[config.mk]
export PLATFORM = sky130hd
export DESIGN_NAME = bisection_root_finder_cubic_flat
export DESIGN_NICKNAME = d
export VERILOG_FILES = /design/src/sv/brfc_pkg.sv /design/src/sv/brfc_in_if.sv /design/src/sv/brfc_out_if.sv /design/src/sv/brfc_cubic.sv /design/src/sv/bisection_root_finder_cubic.sv /design/src/flat_wrapper.sv
export SDC_FILE = /design/constraint.sdc
export NUM_CORES = 2
export LEC_CHECK = 0
export BUFFER_PORTS_ARGS = -buffer_cell sky130_fd_sc_hd__buf_4
export CAP_MARGIN = 30
export CORE_MARGIN = 1.5
export CORE_UTILIZATION = 55
export CTS_CLUSTER_SIZE = 30
export DETAILED_ROUTE_END_ITERATION = 12
export GPL_TIMING_DRIVEN = 0
export PLACE_DENSITY = 0.8
export RECOVER_POWER = 25
export SYNTH_ARGS = -nofsm -noshare
export SYNTH_HDL_FRONTEND = slang
export SYNTH_SLANG_ARGS = --single-unit
[constraint.sdc]
create_clock -name clk -period 9.3 [get_ports clk]
set_clock_uncertainty 0.05 [all_clocks]
set_input_delay 0.465 -clock clk [delete_from_list [all_inputs] [get_ports clk]]
set_output_delay 0.465 -clock clk [all_outputs]
set_load 0.02 [all_outputs]
[src/sv/brfc_pkg.sv]
`default_nettype none
package brfc_pkg;

    localparam int Q_W    = 24;   // Q8.16 operand width
    localparam int SQ_W   = 32;   // x^2 in Q.16
    localparam int PROD_W = 56;   // shared multiplier product
    localparam int F_W    = 42;   // f(x) in Q.16
    localparam int WTOL_W = 24;
    localparam int RTOL_W = 32;
    localparam int ITER_W = 6;
    localparam int PASS_W = 7;
    localparam int CFG_W  = 32;
    localparam int IDX_W  = 2;

    localparam logic signed [F_W-1:0] F_CONST = 42'sd393216;  // 6 in Q.16

    localparam logic [IDX_W-1:0] CFG_WIDTH_TOL    = 2'd0;
    localparam logic [IDX_W-1:0] CFG_RESIDUAL_TOL = 2'd1;
    localparam logic [IDX_W-1:0] CFG_MAX_ITER     = 2'd2;

    localparam logic [WTOL_W-1:0] WTOL_RESET = 24'd66;
    localparam logic [RTOL_W-1:0] RTOL_RESET = 32'd66;
    localparam logic [ITER_W-1:0] ITER_RESET = 6'd30;

    localparam logic [1:0] REASON_RESIDUAL = 2'd0;
    localparam logic [1:0] REASON_WIDTH    = 2'd1;
    localparam logic [1:0] REASON_ITER     = 2'd2;

    typedef struct packed {
        logic                  done;
        logic signed [F_W-1:0] value;
    } cubic_result_t;

endpackage
`default_nettype wire

[src/sv/brfc_in_if.sv]
`default_nettype none
interface brfc_in_if;
    logic                valid;
    logic                ready;
    logic signed [23:0]  interval_low;
    logic signed [23:0]  interval_high;

    modport source (output valid, output interval_low, output interval_high, input ready);
    modport sink   (input valid, input interval_low, input interval_high, output ready);
endinterface
`default_nettype wire

[src/sv/brfc_out_if.sv]
`default_nettype none
interface brfc_out_if;
    logic                valid;
    logic                ready;
    logic signed [23:0]  root_estimate;
    logic [6:0]          passes_used;
    logic [1:0]          stop_reason;

    modport source (output valid, output root_estimate, output passes_used,
                    output stop_reason, input ready);
    modport sink   (input valid, input root_estimate, input passes_used,
                    input stop_reason, output ready);
endinterface
`default_nettype wire

[src/sv/brfc_cubic.sv]
`default_nettype none
module brfc_cubic (
    input  wire logic                         clk,
    input  wire logic                         rst_n,
    input  wire logic                         start,
    input  wire logic signed [brfc_pkg::Q_W-1:0] x,
    output brfc_pkg::cubic_result_t           result
);
    import brfc_pkg::*;

    typedef enum logic [1:0] {PH_IDLE, PH_SQ, PH_CU, PH_SUM} phase_t;

    phase_t                     phase_reg;
    logic signed [Q_W-1:0]      x_reg;
    logic signed [SQ_W-1:0]     sq_reg;
    logic signed [PROD_W-1:0]   prod_reg;
    logic signed [F_W-1:0]      f_reg;
    logic                       done_reg;

    logic signed [SQ_W-1:0]     mul_a;
    logic signed [PROD_W-1:0]   mul_p;
    logic signed [F_W-1:0]      cu_ext;
    logic signed [F_W-1:0]      sq8;
    logic signed [F_W-1:0]      x_ext;
    logic signed [F_W-1:0]      f_next;

    // One multiplier: x*x in the first step, floor(x^2)*x in the second
    always_comb
    begin
        if (phase_reg == PH_SQ)
            mul_a = {{(SQ_W-Q_W){x_reg[Q_W-1]}}, x_reg};
        else
            mul_a = prod_reg[SQ_W+15:16];
        mul_p = mul_a * x_reg;
    end

    always_comb
    begin
        cu_ext = {{(F_W-(PROD_W-16)){prod_reg[PROD_W-1]}}, prod_reg[PROD_W-1:16]};
        sq8    = {{(F_W-SQ_W-3){sq_reg[SQ_W-1]}}, sq_reg, 3'b000};
        x_ext  = {{(F_W-Q_W){x_reg[Q_W-1]}}, x_reg};
        f_next = cu_ext + sq8 + x_ext + (x_ext <<< 1) - F_CONST;
    end

    always_ff @(posedge clk or negedge rst_n)
    begin
        if (!rst_n)
        begin
            phase_reg <= PH_IDLE;
            done_reg  <= 1'b0;
        end
        else
        begin
            done_reg <= 1'b0;
            case (phase_reg)
                PH_IDLE:
                begin
                    if (start)
                        phase_reg <= PH_SQ;
                end
                PH_SQ:   phase_reg <= PH_CU;
                PH_CU:   phase_reg <= PH_SUM;
                PH_SUM:
                begin
                    phase_reg <= PH_IDLE;
                    done_reg  <= 1'b1;
                end
                default: phase_reg <= PH_IDLE;
            endcase
        end
    end

    always_ff @(posedge clk)
    begin
        if (phase_reg == PH_IDLE && start)
            x_reg <= x;
        if (phase_reg == PH_SQ || phase_reg == PH_CU)
            prod_reg <= mul_p;
        if (phase_reg == PH_CU)
            sq_reg <= prod_reg[SQ_W+15:16];
        if (phase_reg == PH_SUM)
            f_reg <= f_next;
    end

    assign result.done  = done_reg;
    assign result.value = f_reg;

endmodule
`default_nettype wire

[src/sv/bisection_root_finder_cubic.sv]
// Bisection root finder for f(x) = x^3 + 8x^2 + 3x - 6.
// req carries one interval (interval_low, interval_high) in signed Q8.16.
// rsp returns one word per interval: the last midpoint, the passes used
// and the stop reason (residual small, interval small, passes exhausted).
// cfg_we/cfg_index/cfg_data write width_tolerance (0), residual_tolerance
// (1) and max_iterations (2); write only while no interval is in flight.
// One evaluation of f runs on a single shared 32x24 multiplier
// (square, cube, sum). An interval first evaluates f(high), then each
// pass forms the midpoint and evaluates f(mid), and a finish step loads
// the word; up to 64 passes, 31 at the reset max_iterations of 30.
// The block takes one interval at a time; req.ready is high only when it
// is idle. A finished word sits in the output register, so the next
// interval may be accepted while rsp is stalled; a second finished word
// waits in the core until rsp drains.
// Reset restores the register defaults (66, 66, 30) and empties the block.
`default_nettype none
module bisection_root_finder_cubic (
    input  wire logic                          clk,
    input  wire logic                          rst_n,
    brfc_in_if.sink                            req,
    brfc_out_if.source                         rsp,
    input  wire logic                          cfg_we,
    input  wire logic [brfc_pkg::IDX_W-1:0]    cfg_index,
    input  wire logic [brfc_pkg::CFG_W-1:0]    cfg_data
);
    import brfc_pkg::*;

    typedef enum logic [2:0] {S_IDLE, S_WAIT_HI, S_MID, S_WAIT_MID, S_FINISH} state_t;

    state_t                 state_reg, state_next;
    logic [WTOL_W-1:0]      wtol_reg;
    logic [RTOL_W-1:0]      rtol_reg;
    logic [ITER_W-1:0]      max_iter_reg;

    logic signed [Q_W-1:0]  lo_reg, lo_next;
    logic signed [Q_W-1:0]  hi_reg, hi_next;
    logic signed [Q_W-1:0]  mid_reg, mid_next;
    logic [Q_W:0]           wid_reg, wid_next;
    logic [ITER_W-1:0]      pass_reg, pass_next;
    logic                   fhi_neg_reg, fhi_neg_next;
    logic                   fhi_zero_reg, fhi_zero_next;
    logic [1:0]             reason_reg, reason_next;

    logic                   out_valid_reg, out_valid_next;
    logic signed [Q_W-1:0]  out_root_reg, out_root_next;
    logic [PASS_W-1:0]      out_passes_reg, out_passes_next;
    logic [1:0]             out_reason_reg, out_reason_next;

    logic                   accept;
    logic                   cubic_start;
    logic signed [Q_W-1:0]  cubic_x;
    cubic_result_t          cubic_res;

    logic signed [Q_W:0]    sum;
    logic signed [Q_W:0]    diff;
    logic [F_W-1:0]         f_abs;
    logic                   f_neg;
    logic                   f_zero;
    logic                   res_small;
    logic                   wid_small;
    logic                   out_free;

    brfc_cubic u_cubic (
        .clk    (clk),
        .rst_n  (rst_n),
        .start  (cubic_start),
        .x      (cubic_x),
        .result (cubic_res)
    );

    assign accept   = req.valid && req.ready;
    assign out_free = !out_valid_reg || rsp.ready;

    always_comb
    begin
        sum       = {lo_reg[Q_W-1], lo_reg} + {hi_reg[Q_W-1], hi_reg};
        diff      = {lo_reg[Q_W-1], lo_reg} - {hi_reg[Q_W-1], hi_reg};
        f_neg     = cubic_res.value[F_W-1];
        f_zero    = (cubic_res.value == '0);
        f_abs     = f_neg ? F_W'(-cubic_res.value) : F_W'(cubic_res.value);
        res_small = f_abs < {{(F_W-RTOL_W){1'b0}}, rtol_reg};
        wid_small = wid_reg < {1'b0, wtol_reg};
    end

    always_comb
    begin
        state_next      = state_reg;
        lo_next         = lo_reg;
        hi_next         = hi_reg;
        mid_next        = mid_reg;
        wid_next        = wid_reg;
        pass_next       = pass_reg;
        fhi_neg_next    = fhi_neg_reg;
        fhi_zero_next   = fhi_zero_reg;
        reason_next     = reason_reg;
        out_valid_next  = out_valid_reg && !rsp.ready;
        out_root_next   = out_root_reg;
        out_passes_next = out_passes_reg;
        out_reason_next = out_reason_reg;
        cubic_start     = 1'b0;
        cubic_x         = req.interval_high;

        case (state_reg)
            S_IDLE:
            begin
                if (req.valid)
                begin
                    lo_next     = req.interval_low;
                    hi_next     = req.interval_high;
                    pass_next   = '0;
                    cubic_start = 1'b1;
                    state_next  = S_WAIT_HI;
                end
            end
            S_WAIT_HI:
            begin
                if (cubic_res.done)
                begin
                    fhi_neg_next  = f_neg;
                    fhi_zero_next = f_zero;
                    state_next    = S_MID;
                end
            end
            S_MID:
            begin
                // floor((lo+hi)/2) and |lo-hi| for this pass
                mid_next    = sum[Q_W:1];
                wid_next    = diff[Q_W] ? (Q_W+1)'(-diff) : (Q_W+1)'(diff);
                cubic_x     = sum[Q_W:1];
                cubic_start = 1'b1;
                state_next  = S_WAIT_MID;
            end
            S_WAIT_MID:
            begin
                if (cubic_res.done)
                begin
                    if (res_small)
                    begin
                        reason_next = REASON_RESIDUAL;
                        state_next  = S_FINISH;
                    end
                    else if (wid_small)
                    begin
                        reason_next = REASON_WIDTH;
                        state_next  = S_FINISH;
                    end
                    else if (pass_reg == max_iter_reg)
                    begin
                        reason_next = REASON_ITER;
                        state_next  = S_FINISH;
                    end
                    else
                    begin
                        // move high to mid when f(high) and f(mid) share a nonzero sign
                        if (!fhi_zero_reg && !f_zero && (fhi_neg_reg == f_neg))
                            hi_next = mid_reg;
                        else
                            lo_next = mid_reg;
                        pass_next  = pass_reg + ITER_W'(1);
                        state_next = S_MID;
                    end
                end
            end
            S_FINISH:
            begin
                // hold until the output register is free
                if (out_free)
                begin
                    out_valid_next  = 1'b1;
                    out_root_next   = mid_reg;
                    out_passes_next = {1'b0, pass_reg} + PASS_W'(1);
                    out_reason_next = reason_reg;
                    state_next      = S_IDLE;
                end
            end
            default: state_next = S_IDLE;
        endcase
    end

    always_ff @(posedge clk or negedge rst_n)
    begin
        if (!rst_n)
        begin
            state_reg      <= S_IDLE;
            out_valid_reg  <= 1'b0;
            out_root_reg   <= '0;
            out_passes_reg <= '0;
            out_reason_reg <= REASON_RESIDUAL;
            wtol_reg       <= WTOL_RESET;
            rtol_reg       <= RTOL_RESET;
            max_iter_reg   <= ITER_RESET;
        end
        else
        begin
            state_reg      <= state_next;
            out_valid_reg  <= out_valid_next;
            out_root_reg   <= out_root_next;
            out_passes_reg <= out_passes_next;
            out_reason_reg <= out_reason_next;
            if (cfg_we)
            begin
                case (cfg_index)
                    CFG_WIDTH_TOL:    wtol_reg     <= cfg_data[WTOL_W-1:0];
                    CFG_RESIDUAL_TOL: rtol_reg     <= cfg_data[RTOL_W-1:0];
                    CFG_MAX_ITER:     max_iter_reg <= cfg_data[ITER_W-1:0];
                    default:          ;
                endcase
            end
        end
    end

    always_ff @(posedge clk)
    begin
        lo_reg       <= lo_next;
        hi_reg       <= hi_next;
        mid_reg      <= mid_next;
        wid_reg      <= wid_next;
        pass_reg     <= pass_next;
        fhi_neg_reg  <= fhi_neg_next;
        fhi_zero_reg <= fhi_zero_next;
        reason_reg   <= reason_next;
    end

    assign req.ready         = (state_reg == S_IDLE);
    assign rsp.valid         = out_valid_reg;
    assign rsp.root_estimate = out_root_reg;
    assign rsp.passes_used   = out_passes_reg;
    assign rsp.stop_reason   = out_reason_reg;

    a_done_when_waiting: assert property (@(posedge clk) disable iff (!rst_n)
        cubic_res.done |-> (state_reg == S_WAIT_HI || state_reg == S_WAIT_MID))
        else $error("cubic result arrived outside a wait state");

    a_pass_in_range: assert property (@(posedge clk) disable iff (!rst_n)
        (state_reg == S_WAIT_MID) |-> (pass_reg <= max_iter_reg))
        else $error("pass index beyond max_iterations");

    a_accept_starts_eval: assert property (@(posedge clk) disable iff (!rst_n)
        accept |=> (state_reg == S_WAIT_HI))
        else $error("accepted interval did not start f(high)");

    a_word_loaded: assert property (@(posedge clk) disable iff (!rst_n)
        (state_reg == S_FINISH && out_free) |=>
            (rsp.valid && rsp.passes_used != '0 && rsp.stop_reason <= REASON_ITER))
        else $error("finished word not loaded correctly");

endmodule
`default_nettype wire
[src/flat_wrapper.sv]
// flat-port wrapper written by rule: the top's interface ports become plain ports
module bisection_root_finder_cubic_flat import brfc_pkg::*;
  (clk, rst_n, cfg_we, cfg_index, cfg_data, req_valid, req_interval_low, req_interval_high, req_ready, rsp_valid, rsp_root_estimate, rsp_passes_used, rsp_stop_reason, rsp_ready);
  brfc_in_if req_i ();
  brfc_out_if rsp_i ();
  input  wire logic clk;
  input  wire logic rst_n;
  input  wire logic cfg_we;
  input  wire logic [brfc_pkg::IDX_W-1:0] cfg_index;
  input  wire logic [brfc_pkg::CFG_W-1:0] cfg_data;
  input wire logic [$bits(req_i.valid)-1:0] req_valid;
  input wire logic [$bits(req_i.interval_low)-1:0] req_interval_low;
  input wire logic [$bits(req_i.interval_high)-1:0] req_interval_high;
  output wire logic [$bits(req_i.ready)-1:0] req_ready;
  output wire logic [$bits(rsp_i.valid)-1:0] rsp_valid;
  output wire logic [$bits(rsp_i.root_estimate)-1:0] rsp_root_estimate;
  output wire logic [$bits(rsp_i.passes_used)-1:0] rsp_passes_used;
  output wire logic [$bits(rsp_i.stop_reason)-1:0] rsp_stop_reason;
  input wire logic [$bits(rsp_i.ready)-1:0] rsp_ready;
  assign req_i.valid = req_valid;
  assign req_i.interval_low = req_interval_low;
  assign req_i.interval_high = req_interval_high;
  assign req_ready = req_i.ready;
  assign rsp_valid = rsp_i.valid;
  assign rsp_root_estimate = rsp_i.root_estimate;
  assign rsp_passes_used = rsp_i.passes_used;
  assign rsp_stop_reason = rsp_i.stop_reason;
  assign rsp_i.ready = rsp_ready;
  bisection_root_finder_cubic u_core (.clk(clk), .rst_n(rst_n), .req(req_i), .rsp(rsp_i), .cfg_we(cfg_we), .cfg_index(cfg_index), .cfg_data(cfg_data));
endmodule
==> flow_summary.ini <==
[drt]
ant_nets = 0
drt-initial-drc-count = 3131
post_drt_wl_per_cell_um = 22.6
drc = 0
dr.pass1.iters = 7
viasPerCell = 5.72
vias = 35500
drt_wl_total_um = 140000

[synth]
ys_warn_count = 0
ys_top_cells_by_area = fa_1, edfxtp_1, ha_1
syn_avg_cell_area_um2 = 9.94
synthCells = 4829
yosysUniqueCellTypes = 93
synth_seq_area_share_pct = 20.7
synth_top_cell_area_share_pct = 35.0
synth_edf_count = 245
syn-num-nets = 6109
yosys_register_bits = 347
yosysTopAreaCell = fa_1
ys.flop_type = edfxtp_1
ys_async_sr_fraction_pct = 29.4
synth.cell_area_um2 = 48000

[cells_and_area]
largest_reg_flops = 42
nNetsFinal = 6298
fillers = 7094
final_cell_mix = inv_1, fa_1, nand2_1, ha_1, and2_1
stdcell_area_um2 = 52300
final_cells = 6212
syn_to_final_growth_pct = 9.00
drive_above_1_share_pct = 8.55
final_common_cell = inv_1

[worst_setup_path]
crit_type = reg -> reg
crit_top_cell = fa_1
path_buf_inv = 8
worstSetupEndpointType = flop
start_kind = flop
crit_family = adder cells
arrival_ns = 9.37
cp_slowest_stage_delay_ns = 0.58
critPathMaxFanout = 10
cp_data_required_time_ns = 9.60
critPathSlowestCell = or4_4

[min_path]
hp-class = in -> reg

[timing]
final_max_slew_viol_count = 149
timing.fmax_mhz = 110
finalCritPeriodShare_pct = 97.5
rsz0062_at_grt = true
setup_slack_ns = 0.231
worst_pin_slew_ns = 3.72
hold_viol = 0
maxSlewHeadroom_pct = -148
period_needed_ns = 9.07
setup-violations-final = 0

[clock_network]
clk_pin_slew_ns = 0.06
cts_tree = done
cts_sinks = 347
insertion_delay_ns = 0.63
h-tree-depth = 2
cts-root-buf = clkbuf_16
numCtsBuffers = 44
cts_buffer_depth = 3

[global_routing]
antenna_found_initial = 5
track_usage_pct = 32.5
grt_max_degree = 74
grt_pass1_wl_um = 220000
grt-ovfl-total = 0
grt_pass1_vias = 37800

[place]
place.gp.congestion = 1.02
dp_hpwl_um = 116000
place_inst = 6115
io_buffers = 121
placed_cell_area_um2 = 50500
preCtsSetupSlack_ns = -1.32

[floorplanning]
rows = 108
die_area_um2 = 89100
die_h_um = 298
placeableCoreArea_um2 = 86600
die_w_um = 298
start_util_pct = 55.4
pin_count = 122

[run]
maxCapViolations = 3

[status]
violations = capacitance limit, slew limit
status = finished with violations
==> routing by layer <==
metal / vias up / global-route usage (%) / routed length (um)
li1: 15400 / - / -
met4: 0 / 14.4 / 7750
met3: 454 / 6.74 / 13400
met2: 1804 / 52.0 / 64800
met5: - / 0 / 0
met1: 17900 / 42.9 / 54300
==> cells in the mapped netlist (7+ instances only) <==
| master | n |
|---|---|
| xor2_1 | 56 |
| dfstp_2 | 8 |
| a31oi_1 | 25 |
| dfrtp_1 | 94 |
| o21ai_0 | 118 |
| nor4_1 | 13 |
| nor2_1 | 207 |
| mux2_2 | 96 |
| and3_1 | 17 |
| o211ai_1 | 9 |
| o41ai_1 | 7 |
| o21bai_1 | 19 |
| fa_1 | 839 |
| o31ai_1 | 11 |
| nand3_1 | 37 |
| nor3_1 | 34 |
| ha_1 | 354 |
| a211oi_1 | 13 |
| clkbuf_1 | 185 |
| o21ai_1 | 9 |
| mux2i_1 | 20 |
| nor2b_1 | 23 |
| edfxtp_1 | 245 |
| a21oi_1 | 119 |
| inv_1 | 933 |
| or2_2 | 11 |
| o21a_1 | 24 |
| xnor2_1 | 137 |
| a21o_1 | 59 |
| and2_1 | 302 |
| nand2b_1 | 25 |
| nand4_1 | 18 |
| nand2_1 | 638 |
==> per-stage QoR <==
stage                     hold slack [ns]  setup TNS (ns)  utilization [%]
after floorplan                     0.119               0                -
after global placement              0.425          -21.71             58.1
after detailed placement            0.399          -24.56             58.4
after CTS                         0.00108               0             60.3
after global routing               0.0211        -0.00926             60.4
final                              0.0277               0             60.4
==> worst reg2reg max path, delay by kind of cell (launching register included) <==
family | cells | cell delay, ns
compound gates | 4 | 1.03
xor+xnor | 1 | 0.08
fa+ha+maj | 9 | 4.16
buf+inv | 8 | 1.07
flops | 1 | 0.41
mux | 1 | 0.45
simple gates | 6 | 1.60
==> final cells by class <==
cell class	instances	area, um2	share of cell area, %
Timing Repair Buffer	145	1160	2.21
Inverter	935	3510	6.71
Multi-Input combinational cell	3349	34000	64.9
Sequential cell	347	9920	19.0
Buffer	196	855	1.63
Tap cell	1155	1450	2.76
Antenna cell	3	7.51	0.0143
Clock buffer	60	1260	2.42
Clock inverter	22	204	0.390
==> what timing repair did <==
item / 4_1_cts / 5_1_grt
hold buffers: 3 / 0
pin swaps: 5 / 5
setup buffers: 6 / 4
hold endpoints to repair: 31 / 0
endpoints found under the setup margin: 26 / 17
resized for setup: 69 / 62
==> final timing paths <==
path | from | endpoint | slack [ns] | cells after the start
max in group asynchronous | rst_n | u_core.rtol_reg[23]$_DFFE_PN0P_ | 4.00 | 3
worst min-delay path | cfg_data[28] | u_core.rtol_reg[28]$_DFFE_PN0P_ | 0.03 | 2
worst max register to register | u_core.u_cubic.phase_reg[1]$_DFFE_PN0P_ | u_core.u_cubic.prod_reg[55]$_DFFE_PP_ | 0.23 | 29
min in group asynchronous | rst_n | u_core.rsp.root_estimate[4]$_DFFE_PN0P_ | 0.84 | 2
worst min register to register | u_core.reason_reg[1]$_SDFFCE_PP0P_ | u_core.rsp.stop_reason[1]$_DFFE_PN0P_ | 0.44 | 1
worst max-delay path | u_core.u_cubic.phase_reg[1]$_DFFE_PN0P_ | u_core.u_cubic.prod_reg[55]$_DFFE_PP_ | 0.23 | 29
==> kinds of logic (layout without fill, tap and decap cells) <==
family / after synthesis / count (layout) / share of synthesized area (%)
simple gates: 1372 / 1372 / 13.6
fa+ha+maj: 1193 / 1193 / 44.2
buf+inv: 1133 / 1358 / 8.90
compound gates: 474 / 474 / 6.36
flops: 347 / 347 / 20.7
xor+xnor: 193 / 193 / 3.52
mux: 117 / 117 / 2.70
other cells: 0 / 3 / 0
Power is left out: the tool's default activity adds up to more than one toggle a clock period on the data nets, which glitch-free logic cannot reach.
